$ cat config.mk
export PLATFORM = sky130hd
export DESIGN_NAME = block_cipher_mode_chain
export DESIGN_NICKNAME = d
export VERILOG_FILES = /design/src/bcmc_pkg.sv /design/src/block_cipher_mode_chain.sv
export SDC_FILE = /design/constraint.sdc
export NUM_CORES = 1
export LEC_CHECK = 0
export BUFFER_PORTS_ARGS = -buffer_cell sky130_fd_sc_hd__buf_2
export CORE_MARGIN = 3
export CORE_UTILIZATION = 45
export DETAILED_ROUTE_END_ITERATION = 16
export GPL_ROUTABILITY_DRIVEN = 0
export PLACE_DENSITY = 0.65
export RECOVER_POWER = 100
export REMOVE_ABC_BUFFERS = 1
export SYNTH_ARGS = -nofsm -noshare
export SYNTH_HDL_FRONTEND = slang
export SYNTH_SLANG_ARGS = --single-unit
export TNS_END_PERCENT = 50
$ cat constraint.sdc
create_clock -name clk -period 4.24 [get_ports clk]
set_clock_uncertainty 0.15 [all_clocks]
set_input_delay 0.424 -clock clk [delete_from_list [all_inputs] [get_ports clk]]
set_output_delay 0.424 -clock clk [all_outputs]
set_load 0.05 [all_outputs]
$ cat src/bcmc_pkg.sv
// ----------------------------------------------------------------------------
// Block cipher mode chain package
// Shared types and constants: item and result transactions, mode codes and
// configuration register indexes.
// ----------------------------------------------------------------------------
package bcmc_pkg;

    localparam int BLOCK_BYTES = 8;
    localparam int DATA_W      = 64;
    localparam int COUNT_W     = 4;
    localparam int CFG_IDX_W   = 2;

    localparam logic [COUNT_W-1:0] FULL_COUNT = COUNT_W'(BLOCK_BYTES);
    localparam logic [7:0]         BYTE_ONES  = 8'hFF;

    typedef enum logic [2:0] {
        MODE_ECB  = 3'd0,
        MODE_CBC  = 3'd1,
        MODE_PCBC = 3'd2,
        MODE_CFB  = 3'd3,
        MODE_OFB  = 3'd4,
        MODE_CTR  = 3'd5
    } mode_t;

    typedef enum logic [CFG_IDX_W-1:0] {
        CFG_MODE    = 2'd0,
        CFG_DECRYPT = 2'd1,
        CFG_KEY     = 2'd2,
        CFG_IV      = 2'd3
    } cfg_index_t;

    typedef struct packed {
        logic [DATA_W-1:0]  data_block;
        logic [COUNT_W-1:0] valid_bytes;
        logic               restart;
    } item_t;

    typedef struct packed {
        logic [DATA_W-1:0]  result_block;
        logic [COUNT_W-1:0] result_bytes;
    } result_t;

endpackage

$ cat src/block_cipher_mode_chain.sv
// Latency: a result is valid in the cycle after its item is accepted.
// Throughput: one item per cycle; the chain register and the block counter
// update in the same cycle that takes the item, closing the feedback loop.
// Items are refused only while the result register is full and stalled.
// Reset (rst_n low, asynchronous) clears all registers but the result data.
// ----------------------------------------------------------------------------
// Block cipher mode chain
// ECB, CBC, PCBC, CFB, OFB and CTR chaining around an XOR-with-key cipher,
// one 8-byte block per transaction, with a registered result stage.
// ----------------------------------------------------------------------------
module block_cipher_mode_chain
    import bcmc_pkg::*;
(
    input  logic                 clk,
    input  logic                 rst_n,

    input  logic                 item_valid,
    output logic                 item_stall,
    input  item_t                item,

    output logic                 result_valid,
    input  logic                 result_stall,
    output result_t              result,

    input  logic                 cfg_valid,
    output logic                 cfg_ready,
    input  logic [CFG_IDX_W-1:0] cfg_index,
    input  logic [DATA_W-1:0]    cfg_data
);

    mode_t              mode_reg;
    logic               decrypt_reg;
    logic [DATA_W-1:0]  key_reg;
    logic [DATA_W-1:0]  iv_reg;

    logic [DATA_W-1:0]  chain_reg;
    logic [DATA_W-1:0]  chain_next;
    logic [DATA_W-1:0]  counter_reg;
    logic [DATA_W-1:0]  counter_next;

    logic               result_valid_reg;
    result_t            result_reg;
    result_t            result_next;

    logic               accept;
    logic [COUNT_W-1:0] count_eff;
    logic [DATA_W-1:0]  byte_mask;
    logic [DATA_W-1:0]  chain_cur;
    logic [DATA_W-1:0]  counter_cur;

    assign cfg_ready    = 1'b1;
    assign item_stall   = result_valid_reg & result_stall;
    assign accept       = item_valid & ~item_stall;
    assign result_valid = result_valid_reg;
    assign result       = result_reg;

    // Configuration registers
    always_ff @(posedge clk or negedge rst_n)
    begin
        if (!rst_n)
        begin
            mode_reg    <= MODE_ECB;
            decrypt_reg <= 1'b0;
            key_reg     <= '0;
            iv_reg      <= '0;
        end
        else if (cfg_valid && cfg_ready)
        begin
            case (cfg_index_t'(cfg_index))
                CFG_MODE:    mode_reg    <= mode_t'(cfg_data[2:0]);
                CFG_DECRYPT: decrypt_reg <= cfg_data[0];
                CFG_KEY:     key_reg     <= cfg_data;
                CFG_IV:      iv_reg      <= cfg_data;
                default:     ;
            endcase
        end
    end

    // Clamp the byte count to 1..BLOCK_BYTES and build the low-byte mask
    always_comb
    begin
        count_eff = item.valid_bytes;
        if (count_eff == '0)
        begin
            count_eff = COUNT_W'(1);
        end
        if (count_eff > FULL_COUNT)
        begin
            count_eff = FULL_COUNT;
        end
        for (int j = 0; j < BLOCK_BYTES; j++)
        begin
            byte_mask[8*j +: 8] = (COUNT_W'(j) < count_eff) ? BYTE_ONES : 8'h00;
        end
    end

    assign chain_cur   = item.restart ? iv_reg : chain_reg;
    assign counter_cur = item.restart ? '0 : counter_reg;

    always_comb
    begin
        logic [DATA_W-1:0] ks;
        logic [DATA_W-1:0] res;
        ks           = '0;
        res          = '0;
        chain_next   = chain_cur;
        counter_next = counter_cur;
        result_next.result_bytes = FULL_COUNT;
        case (mode_reg)
            MODE_CBC:
            begin
                res        = item.data_block ^ chain_cur ^ key_reg;
                chain_next = decrypt_reg ? item.data_block : res;
            end
            MODE_PCBC:
            begin
                res        = item.data_block ^ chain_cur ^ key_reg;
                chain_next = item.data_block ^ res;
            end
            MODE_CFB:
            begin
                ks  = chain_cur ^ key_reg;
                res = (item.data_block ^ ks) & byte_mask;
                // replace only the valid bytes, with ciphertext
                chain_next = (chain_cur & ~byte_mask)
                           | (decrypt_reg ? (item.data_block & byte_mask) : res);
                result_next.result_bytes = count_eff;
            end
            MODE_OFB:
            begin
                ks         = chain_cur ^ key_reg;
                chain_next = ks;
                res        = (item.data_block ^ ks) & byte_mask;
                result_next.result_bytes = count_eff;
            end
            MODE_CTR:
            begin
                ks           = iv_reg ^ counter_cur ^ key_reg;
                counter_next = counter_cur + DATA_W'(1);
                res          = (item.data_block ^ ks) & byte_mask;
                result_next.result_bytes = count_eff;
            end
            default:
            begin
                res = item.data_block ^ key_reg;
            end
        endcase
        result_next.result_block = res;
    end

    // Chain and counter advance only on an accepted transaction
    always_ff @(posedge clk or negedge rst_n)
    begin
        if (!rst_n)
        begin
            chain_reg   <= '0;
            counter_reg <= '0;
        end
        else if (accept)
        begin
            chain_reg   <= chain_next;
            counter_reg <= counter_next;
        end
    end

    always_ff @(posedge clk or negedge rst_n)
    begin
        if (!rst_n)
        begin
            result_valid_reg <= 1'b0;
        end
        else if (accept)
        begin
            result_valid_reg <= 1'b1;
        end
        else if (!result_stall)
        begin
            result_valid_reg <= 1'b0;
        end
    end

    always_ff @(posedge clk)
    begin
        if (accept)
        begin
            result_reg <= result_next;
        end
    end

    a_result_after_accept: assert property (@(posedge clk) disable iff (!rst_n)
        accept |=> result_valid)
        else $error("accepted transaction produced no result");

    a_count_range: assert property (@(posedge clk) disable iff (!rst_n)
        result_valid |-> (result.result_bytes >= COUNT_W'(1))
                      && (result.result_bytes <= FULL_COUNT))
        else $error("result byte count out of range");

    a_tail_zero: assert property (@(posedge clk) disable iff (!rst_n)
        result_valid && (result.result_bytes < FULL_COUNT)
        |-> ((result.result_block >> (8 * result.result_bytes)) == '0))
        else $error("result bytes past the count are not zero");

    a_block_mode_full: assert property (@(posedge clk) disable iff (!rst_n)
        accept && (mode_reg != MODE_CFB) && (mode_reg != MODE_OFB)
        && (mode_reg != MODE_CTR)
        |=> (result.result_bytes == FULL_COUNT))
        else $error("block mode reported a partial block");

    a_counter_hold: assert property (@(posedge clk) disable iff (!rst_n)
        accept && (mode_reg != MODE_CTR) && !item.restart |=> $stable(counter_reg))
        else $error("block counter moved outside counter mode");

endmodule
# [Word-level counts from Yosys, hierarchy flattened]
# Index checks and enable logic that the tools add are counted.
[totals] wordCells=74 ff_bits=329 inputBits=140
[op_classes] n_addsub=1 bitwise=18 n_mux=19 n_eq_ne=9 magnitude_cmp=9 reduce_logical=9
[ops] op="XOR 64 bit" n=9
[ops] op="two-way mux 64 bit" n=5
[ops] op="AND 64 bit" n=4
[ops] op="one-hot mux 64 bit (4 select lines)" n=1
[ops] op="one-hot mux 64 bit (3 select lines)" n=1
[ops] op="adder 64 x 1 -> 64 bit, second input constant" n=1
[ops] op="two-way mux 8 bit" n=8
[ops] op="inverter 64 bit" n=1
[ops] op="OR 64 bit" n=1
[ops] op="< comparator 3 x 4 -> 1 bit, first input constant" n=4
[ops] op="< comparator 1 x 4 -> 1 bit, first input constant" n=2
[ops] op="< comparator 2 x 4 -> 1 bit, first input constant" n=2
[ops] op="two-way mux 4 bit" n=2
[ops] op="AND reduction 2 bit" n=4
[ops] op="equality test 3 x 2 -> 1 bit, second input constant" n=2
[ops] op="equality test 3 bit, second input constant" n=2
[ops] op="equality test 2 bit, second input constant" n=2
[ops] op="greater-than comparator 4 bit, second input constant" n=1
[ops] op="logical NOT 4 bit" n=1
[ops] op="OR reduction 2 bit" n=2
[ops] op="equality test 3 x 1 -> 1 bit, second input constant" n=1
[ops] op="OR reduction 3 bit" n=1
[ops] op="AND 1 bit" n=2
[ops] op="equality test 2 x 1 -> 1 bit, second input constant" n=1
[ops] op="other kinds (4)" n=5

# [Depth between registers and ports, before layout]
# Gate-level depths: netlist of run 1.
[depth] word_depth=10 ltp_mapped=13 mapped_depth_nobuf=9

# [Worst setup path before layout of run 1]
# No wires, ideal clock.
[synth_path] path_type="register -> register" startpoint="register result_valid_reg (netlist: result_valid)" endpoint="register result_reg (netlist bit result[0]), enable pin" path_stages_with_launch=5 arrival_time_ps=3282 path_buffers=2 setup_slack_ps=350 cell_sequence="dfrtp_1 -> a21bo_2 -> inv_2 -> clkbuf_1 -> clkbuf_1"
[synth_via] elab_chain_cells=3
[synth_lines] item="start, declared" line="block_cipher_mode_chain.sv:41" rtl="logic result_valid_reg;"
[synth_lines] item="start signal, assigned" line="block_cipher_mode_chain.sv:170" rtl="result_valid_reg <= 1'b0;"
[synth_lines] item="start signal, assigned" line="block_cipher_mode_chain.sv:174" rtl="result_valid_reg <= 1'b1;"
[synth_lines] item="start signal, assigned" line="block_cipher_mode_chain.sv:178" rtl="result_valid_reg <= 1'b0;"
[synth_lines] item="AND 1 bit" line="block_cipher_mode_chain.sv:52" rtl="assign item_stall = result_valid_reg & result_stall;"
[synth_lines] item="inverter 1 bit" line="block_cipher_mode_chain.sv:53" rtl="assign accept = item_valid & ~item_stall;"
[synth_lines] item="AND 1 bit" line="block_cipher_mode_chain.sv:53"
[synth_lines] item="via accept" line="block_cipher_mode_chain.sv:45" rtl="logic accept;"
[synth_lines] item="end signal, assigned" line="block_cipher_mode_chain.sv:186" rtl="result_reg <= result_next;"
[synth_lines] item="end, declared" line="block_cipher_mode_chain.sv:42" rtl="result_t result_reg;"
# The timed path passes the listed nets, and every way through them passes these cells.
# A chain may end at the register's enable or synchronous reset.

# [Worst setup path after layout of run 1]
[layout_path] startpoint="register mode_reg[1]" endpoint="register counter_reg[57]"
[layout_via] elab_chain_cells=2
[layout_lines] item="start, declared" line="block_cipher_mode_chain.sv:31" rtl="mode_t mode_reg;"
[layout_lines] item="start signal, assigned" line="block_cipher_mode_chain.sv:70" rtl="CFG_MODE: mode_reg <= mode_t'(cfg_data[2:0]);"
[layout_lines] item="equality test 3 bit" line="block_cipher_mode_chain.sv:109" rtl="case (mode_reg)"
[layout_lines] item="two-way mux 64 bit" line="block_cipher_mode_chain.sv:109"
[layout_lines] item="end signal, assigned" line="block_cipher_mode_chain.sv:162" rtl="counter_reg <= counter_next;"
[layout_lines] item="end, declared" line="block_cipher_mode_chain.sv:38" rtl="logic [DATA_W-1:0] counter_reg;"
# No other way between the ends.

==> results of run 1 <==
==> layout by cell type (no fill, tap or decap), types with 20 or more instances in the layout <==
cell type        n
o221ai_1        36
nand3_1         45
xnor2_1        210
a22oi_1         20
a31oi_1         51
nor3_1          48
nor4_1          27
nor2_1         112
nor2b_1         52
nand4_1         32
o21ai_0        114
o21a_1          24
buf_4           25
clkbuf_16       42
dlygate4sd3_1   65
mux2i_1         60
a21o_1          26
o211ai_1        20
a21oi_1         54
mux2_2         139
xor2_1         127
buf_2          136
clkbuf_1        90
nand2_1        159
dfrtp_1        260
nand2b_1        41
edfxtp_1        68
==> layout make-up <==
type,count,area (sq um)
Antenna cell,1,2.50
Clock inverter,15,228
Clock buffer,56,1130
Inverter,20,80.1
Fill cell,4010,20500
Multi-Input combinational cell,1586,11400
Tap cell,592,741
Sequential cell,329,8570
Timing Repair Buffer,316,1950
==> cell families (layout without fill, tap and decap cells) <==
group	count (synthesis)	after routing
mux	200	200
xor+xnor	337	337
other cells	1	2
flops	329	329
buf+inv	131	407
fa+ha+maj	1	1
simple gates	589	589
compound gates	458	458
==> worst max-delay path, stage by stage, from the launching register on <==
cell and delay, ps:
dfrtp_1 710, and3b_1 330, clkbuf_1 1000, nand2_4 190, or4_4 630, o31a_1 310, o31a_1 270
==> metal layers <==
metal | vias to the layer above | global-route usage, %
met5 | - | 0
met4 | 8 | 7.06
met3 | 100 | 4.12
met2 | 600 | 43.1
met1 | 8624 | 33.9
li1 | 7976 | -
==> power groups by stage <==
stage / logic, mW / registers (mW) / clock network [mW]
after global routing: 4.77 / 4.55 / 3.80
after floorplan: 2.72 / 4.87 / 0
final: 4.37 / 4.47 / 3.62
after CTS: 4.39 / 4.47 / 3.68
after global placement: 4.15 / 4.49 / 0
after detailed placement: 4.33 / 4.52 / 0
==> path summary, 6_finish.rpt <==
path,slack (ps),cells after the start,end
min in group asynchronous,1070,2,chain_reg[63]
max,500,6,counter_reg[57]
min reg2reg,340,1,chain_reg[0]
max reg2reg,500,6,counter_reg[57]
max in group asynchronous,990,3,decrypt_reg
min,30,2,decrypt_reg
==> repair_timing <==
item	4_1_cts	5_1_grt
hold buffers	64	1
buffers inserted	0	0
resized for setup	0	0
hold endpoints to repair	217	1
==> results.cfg, run 1 <==
[clocking]
clkSinkCount = 329
clk_path_buf_depth = 3
path_clk_slew_ps = 60
htree_num_levels = 2
cts_tree = yes
clockRootBuffer = clkbuf_16
clkLatencyLatePin_ps = 560
cts_buffers = 39

[route]
initialDrtViolationCount = 1543
postRouteAntennaNets = 0
met3WireLength_mm = 4.07
wl_met2_mm = 30.1
avgRoutedWirePerCell_um = 21.4
drt-met1-wl_mm = 26.7
drc_errors = 0
drt_wl_total_mm = 62.3
drtPass1Iterations = 6
vias = 17300
routed.top_layer = met5
viasPerCell = 5.94

[logic_synthesis]
synth_fa_ha_area_share_pct = 0.0610
synth.largest_area_cell = dfrtp_1
yosys.cell_count.top_type = dfrtp_1
ys_ff_latch = 329
synthXorXnorAreaFrac_pct = 14.4
synth_top_family_by_area = compound AO/OA/AOI/OAI gates
post_synth_and_or_nand_nor_area_fraction_pct = 15.2
synth_warnings = 0
ys_types = 78
syn_area_sq_um = 20500
syn_inst = 2046
yosysTopAreaCellShare_pct = 31.8
synth_compound_gate_area_share_pct = 15.2
synth_edf_count = 68
synth.area.top_cells = dfrtp_1 (32%), edfxtp_1 (9.9%), xnor2_1 (9.0%), mux2_2 (7.7%), xor2_1 (5.4%)
synth_ff_type = dfrtp_1
ys_seq_area_share_pct = 41.8
syn_area_per_cell_sq_um = 10.0
async_flop_share_pct = 79.3
synthTopCellsByCount = dfrtp_1 (261), xnor2_1 (210), nand2_1 (159)
synthMuxAreaShare_pct = 10.6

[global_routing]
track_usage_pct = 25.5
antenna_found_initial = 5
grt_max_degree = 97
grt-ovfl-total = 0
grt_pass1_wl_mm = 97.0
grt_pass1_vias = 17200

[pwr]
power_density_nw_per_um2 = 518
p_total_mw = 12.5
seqPwrFrac_pct = 35.9
p_clk_share_pct = 29.0
leakage_nw = 9.43
ir_worst_vdd_uv = 366
p_sw_share_pct = 36.4
intPower_mw = 7.92
pwr-share-comb_pct = 35.1
p_switching_mw = 4.54

[cells_and_area]
stdcell_area_sq_um = 24100
synthToLayoutAreaGrowth_pct = 17.3
nets = 2433
final_layout_size_suffix_gt1_share_pct = 17.0
post-route-util_pct = 53.9
largest_reg_flops = 68
layoutNonFillerInstCount = 2915

[floorplanning]
die_y_um = 220
core_sq_um = 44600
num_rows = 77
die_x_um = 220
ioPinCount = 211
start_util_pct = 46.0
dieArea_sq_um = 48200

[sta]
tns_ps = 0
drv_slew = 253
timing.hold.ws_ps = 31.4
finalHoldViolCount = 0
worst_slack_ps = 503
rsz0062_at_grt = false
max_slew_margin_pct = -89.3
fin_crit_sh_pct = 88.1
fmax_mhz = 268
worst_slew_pin_slew_ps = 2840
setup_violations = 0
min_period_ps = 3740

[place]
port_buffers = 209
hpwl_mm = 42.5
preCtsSetupSlack_ps = 1030
place_area_sq_um = 22200
dp.cells = 2778

[setup_path]
critPathLaunch = mode_reg[1]
crit_path_end_kind = register
cp_data_required_time_ps = 4530
r2r_start = mode_reg[1]
path_max_fanout = 24
cp-start-kind = register
arrival_ps = 4030
criticalPathCategory = register to register

[status]
violations = max-capacitance violations, max-slew violations
status = complete, but fails checks

[worst_hold_path]
min_path_type = input port to register
holdCritStartpoint = cfg_data[0]

[run]
max_cap_viol_count = 5
(Power assumes the default switching activity.)
==> run 2: changes to the inputs <==
--- a/config.mk
+++ b/config.mk
@@ -5,6 +5,7 @@
 export SDC_FILE = /design/constraint.sdc
 export NUM_CORES = 1
 export LEC_CHECK = 0
+export ABC_AREA = 1
 export BUFFER_PORTS_ARGS = -buffer_cell sky130_fd_sc_hd__buf_2
 export CORE_MARGIN = 3
 export CORE_UTILIZATION = 45
==> run 2 against run 1 <==
The flow still finishes with violations (max-capacitance violations, max-slew violations). Sequential share of layout area is 0.75 points higher. Setup slack worse by 130 ps. Worst hold slack worse by 20 ps. Cell count is 19% higher. Register-to-register slack worse by 130 ps. Clock power is 7.2% lower. First-iteration DRC count is 10% higher. Largest power group unchanged.
==> results.cfg, run 2 <==
[logic_synthesis]
ys_ff_latch = 329
syn_area_per_cell_sq_um = 7.75
synth_warnings = 0
yosysTopAreaCellShare_pct = 31.7
ys_seq_area_share_pct = 41.7
synth.area.top_cells = dfrtp_1 (32%), nand2_1 (13%), edfxtp_1 (9.9%), xor2_1 (9.8%), o21ai_0 (6.3%)
syn_area_sq_um = 20600
async_flop_share_pct = 79.3
yosys.cell_count.top_type = nand2_1
syn_inst = 2656
synthTopCellsByCount = nand2_1 (690), dfrtp_1 (261), o21ai_0 (260)
synth_edf_count = 68
synth_ff_type = dfrtp_1
ys_types = 50
synth.largest_area_cell = dfrtp_1

[cells_and_area]
final_layout_size_suffix_gt1_share_pct = 10.5
synthToLayoutAreaGrowth_pct = 14.5
final_common_cell = nand2_1
antennaDiodeCount = 0
nets = 2999
layoutNonFillerInstCount = 3480
layout_common_cells = nand2_1 (694), dfrtp_1 (261), o21ai_0 (260)
post-route-util_pct = 52.7
stdcell_area_sq_um = 23600
largest_reg_flops = 68

[floorplanning]
die_x_um = 220
num_rows = 77
ioPinCount = 211
die_y_um = 220
start_util_pct = 46.0
dieArea_sq_um = 48300
core_sq_um = 44700

[global_routing]
antenna_found_initial = 3
grt_pass1_vias = 18500
grt_max_degree = 162
grt-ovfl-total = 0
track_usage_pct = 26.4
grt_pass1_wl_mm = 101

[setup_path]
arrival_ps = 3960
path_max_fanout = 35
critical_path.top_delay_family = buffers and inverters
critPathMaxStageDelay_ps = 710
crit_path_end_kind = register
cp_data_required_time_ps = 4330
slowest_stage = inv_1
path_buf_inv = 4
criticalPathCategory = register to register
r2r_cells = 9
r2r_start = mode_reg[1]
critical_path.cell_chain = inv_1, nand3_4, inv_1, nor2_1, nand2_2, inv_1, buf_12, nand2_1, o221ai_1
cp-start-kind = register
rrSetupSlack_ps = 370
r2r-end = result[24]
cp_common_cell = inv_1

[sta]
tns_ps = 0
drv_slew = 220
setup_violations = 0
fin_crit_sh_pct = 91.3
min_period_ps = 3870
finalHoldViolCount = 0
fmax_mhz = 258
max_slew_margin_pct = -73.7
worst_slew_pin_slew_ps = 2610
rsz0062_at_grt = false

[clocking]
clkLatencyLatePin_ps = 560
cts_tree = yes
clockRootBuffer = clkbuf_16
htree_num_levels = 2
path_clk_slew_ps = 60
clkSinkCount = 329
clk_path_buf_depth = 3
cts_setup_buffers = 0
cts_buffers = 39

[worst_hold_path]
hold_depth = 3
min_path_type = input port to register
hold_end = key_reg[15]
holdCritStartpoint = cfg_data[15]

[pwr]
ir_worst_vdd_uv = 279
leakage_nw = 10.6
p_total_mw = 11.6
power_density_nw_per_um2 = 490

[route]
avgRoutedWirePerCell_um = 18.5
drc_errors = 0
postRouteAntennaNets = 0
initialDrtViolationCount = 1700
drtPass1Iterations = 6
vias = 19000
viasPerCell = 5.45
drt_wl_total_mm = 64.3

[place]
port_buffers = 209
dp.cells = 3372
place_area_sq_um = 22100
hpwl_mm = 43.7

[run]
max_cap_viol_count = 4

[status]
status = complete, but fails checks
violations = max-capacitance violations, max-slew violations
[run 2: cell count changes after synthesis, moves of 56 or more]
cell	change
mux2i_1	-60
nand3_1	+62
nand2_1	+531
mux2_2	-140
nor2_1	+117
o21ai_0	+147
o211ai_1	+56
inv_1	+234
xor2_1	+103
xnor2_1	-137
[run 2: worst max path at each step]
| stage | startpoint | to | slack (ps) | cells past startpoint |
|---|---|---|---|---|
| floorplan | result_valid | counter_reg[58] | -2480 | 7 |
| global placement | item[0] | counter_reg[61] | 1010 | 11 |
| detailed placement | mode_reg[1] | chain_reg[48] | 940 | 10 |
| CTS | mode_reg[1] | chain_reg[48] | 930 | 10 |
| global route | rst_n | chain_reg[61] | 340 | 3 |
| finish | mode_reg[1] | result[24] | 370 | 9 |
[run 2: power by group]
part | total [mW] | internal, mW | switching [mW]
Clock | 3.36 | 2.00 | 1.36
Sequential | 4.27 | 3.90 | 0.366
Combinational | 3.92 | 1.23 | 2.70
Total | 11.6 | 7.13 | 4.42
[run 2: worst reg2reg max path, cell delays in order (launching register included)]
cell,delay (ps)
dfrtp_1,440
inv_1,270
nand3_4,410
inv_1,300
nor2_1,100
nand2_2,450
inv_1,720
buf_12,440
nand2_1,120
o221ai_1,160
[run 2: cells by family after synthesis]
group / synth area share [%]
adders and majority gates: 0.0608
and+or+nand+nor: 24.2
AOI/OAI and AO/OA: 13.9
DFF: 41.7
xor gates and xnor gates: 12.9
buffers and inverters: 7.23
other: 0.0182
[run 2: cell type report]
cell class                 count  area (sq um)
inverter                     261           988
clock inverter                 3          42.5
multi-input combinational   1960         10500
sequential                   329          8570
tap                          592           741
timing repair buffer         267          1520
clock buffer                  68          1220
fill                        4249         21100
[run 2: per-stage QoR]
step / hold slack, ps / worst slack (ps)
final: 11.2 / 368
after global routing: 10.4 / 335
after CTS: 0.129 / 934
after detailed placement: 292 / 935
after global placement: 290 / 1010
after floorplan: -21.6 / -2480
[run 2: what timing repair did]
action | 4_1_cts | 5_1_grt
hold buffers | 37 | 0
resized for setup | 0 | 0
endpoints found under the setup margin | 0 | 0
hold endpoints to repair | 133 | 0
[run 2: per-layer routing]
metal | vias to the layer above | global-route usage (%) | wire length, um
met5 | - | 0 | 41
met1 | 9039 | 36.5 | 28000
li1 | 9024 | - | -
met2 | 785 | 42.8 | 29600
met4 | 6 | 8.63 | 1730
met3 | 121 | 3.89 | 4850
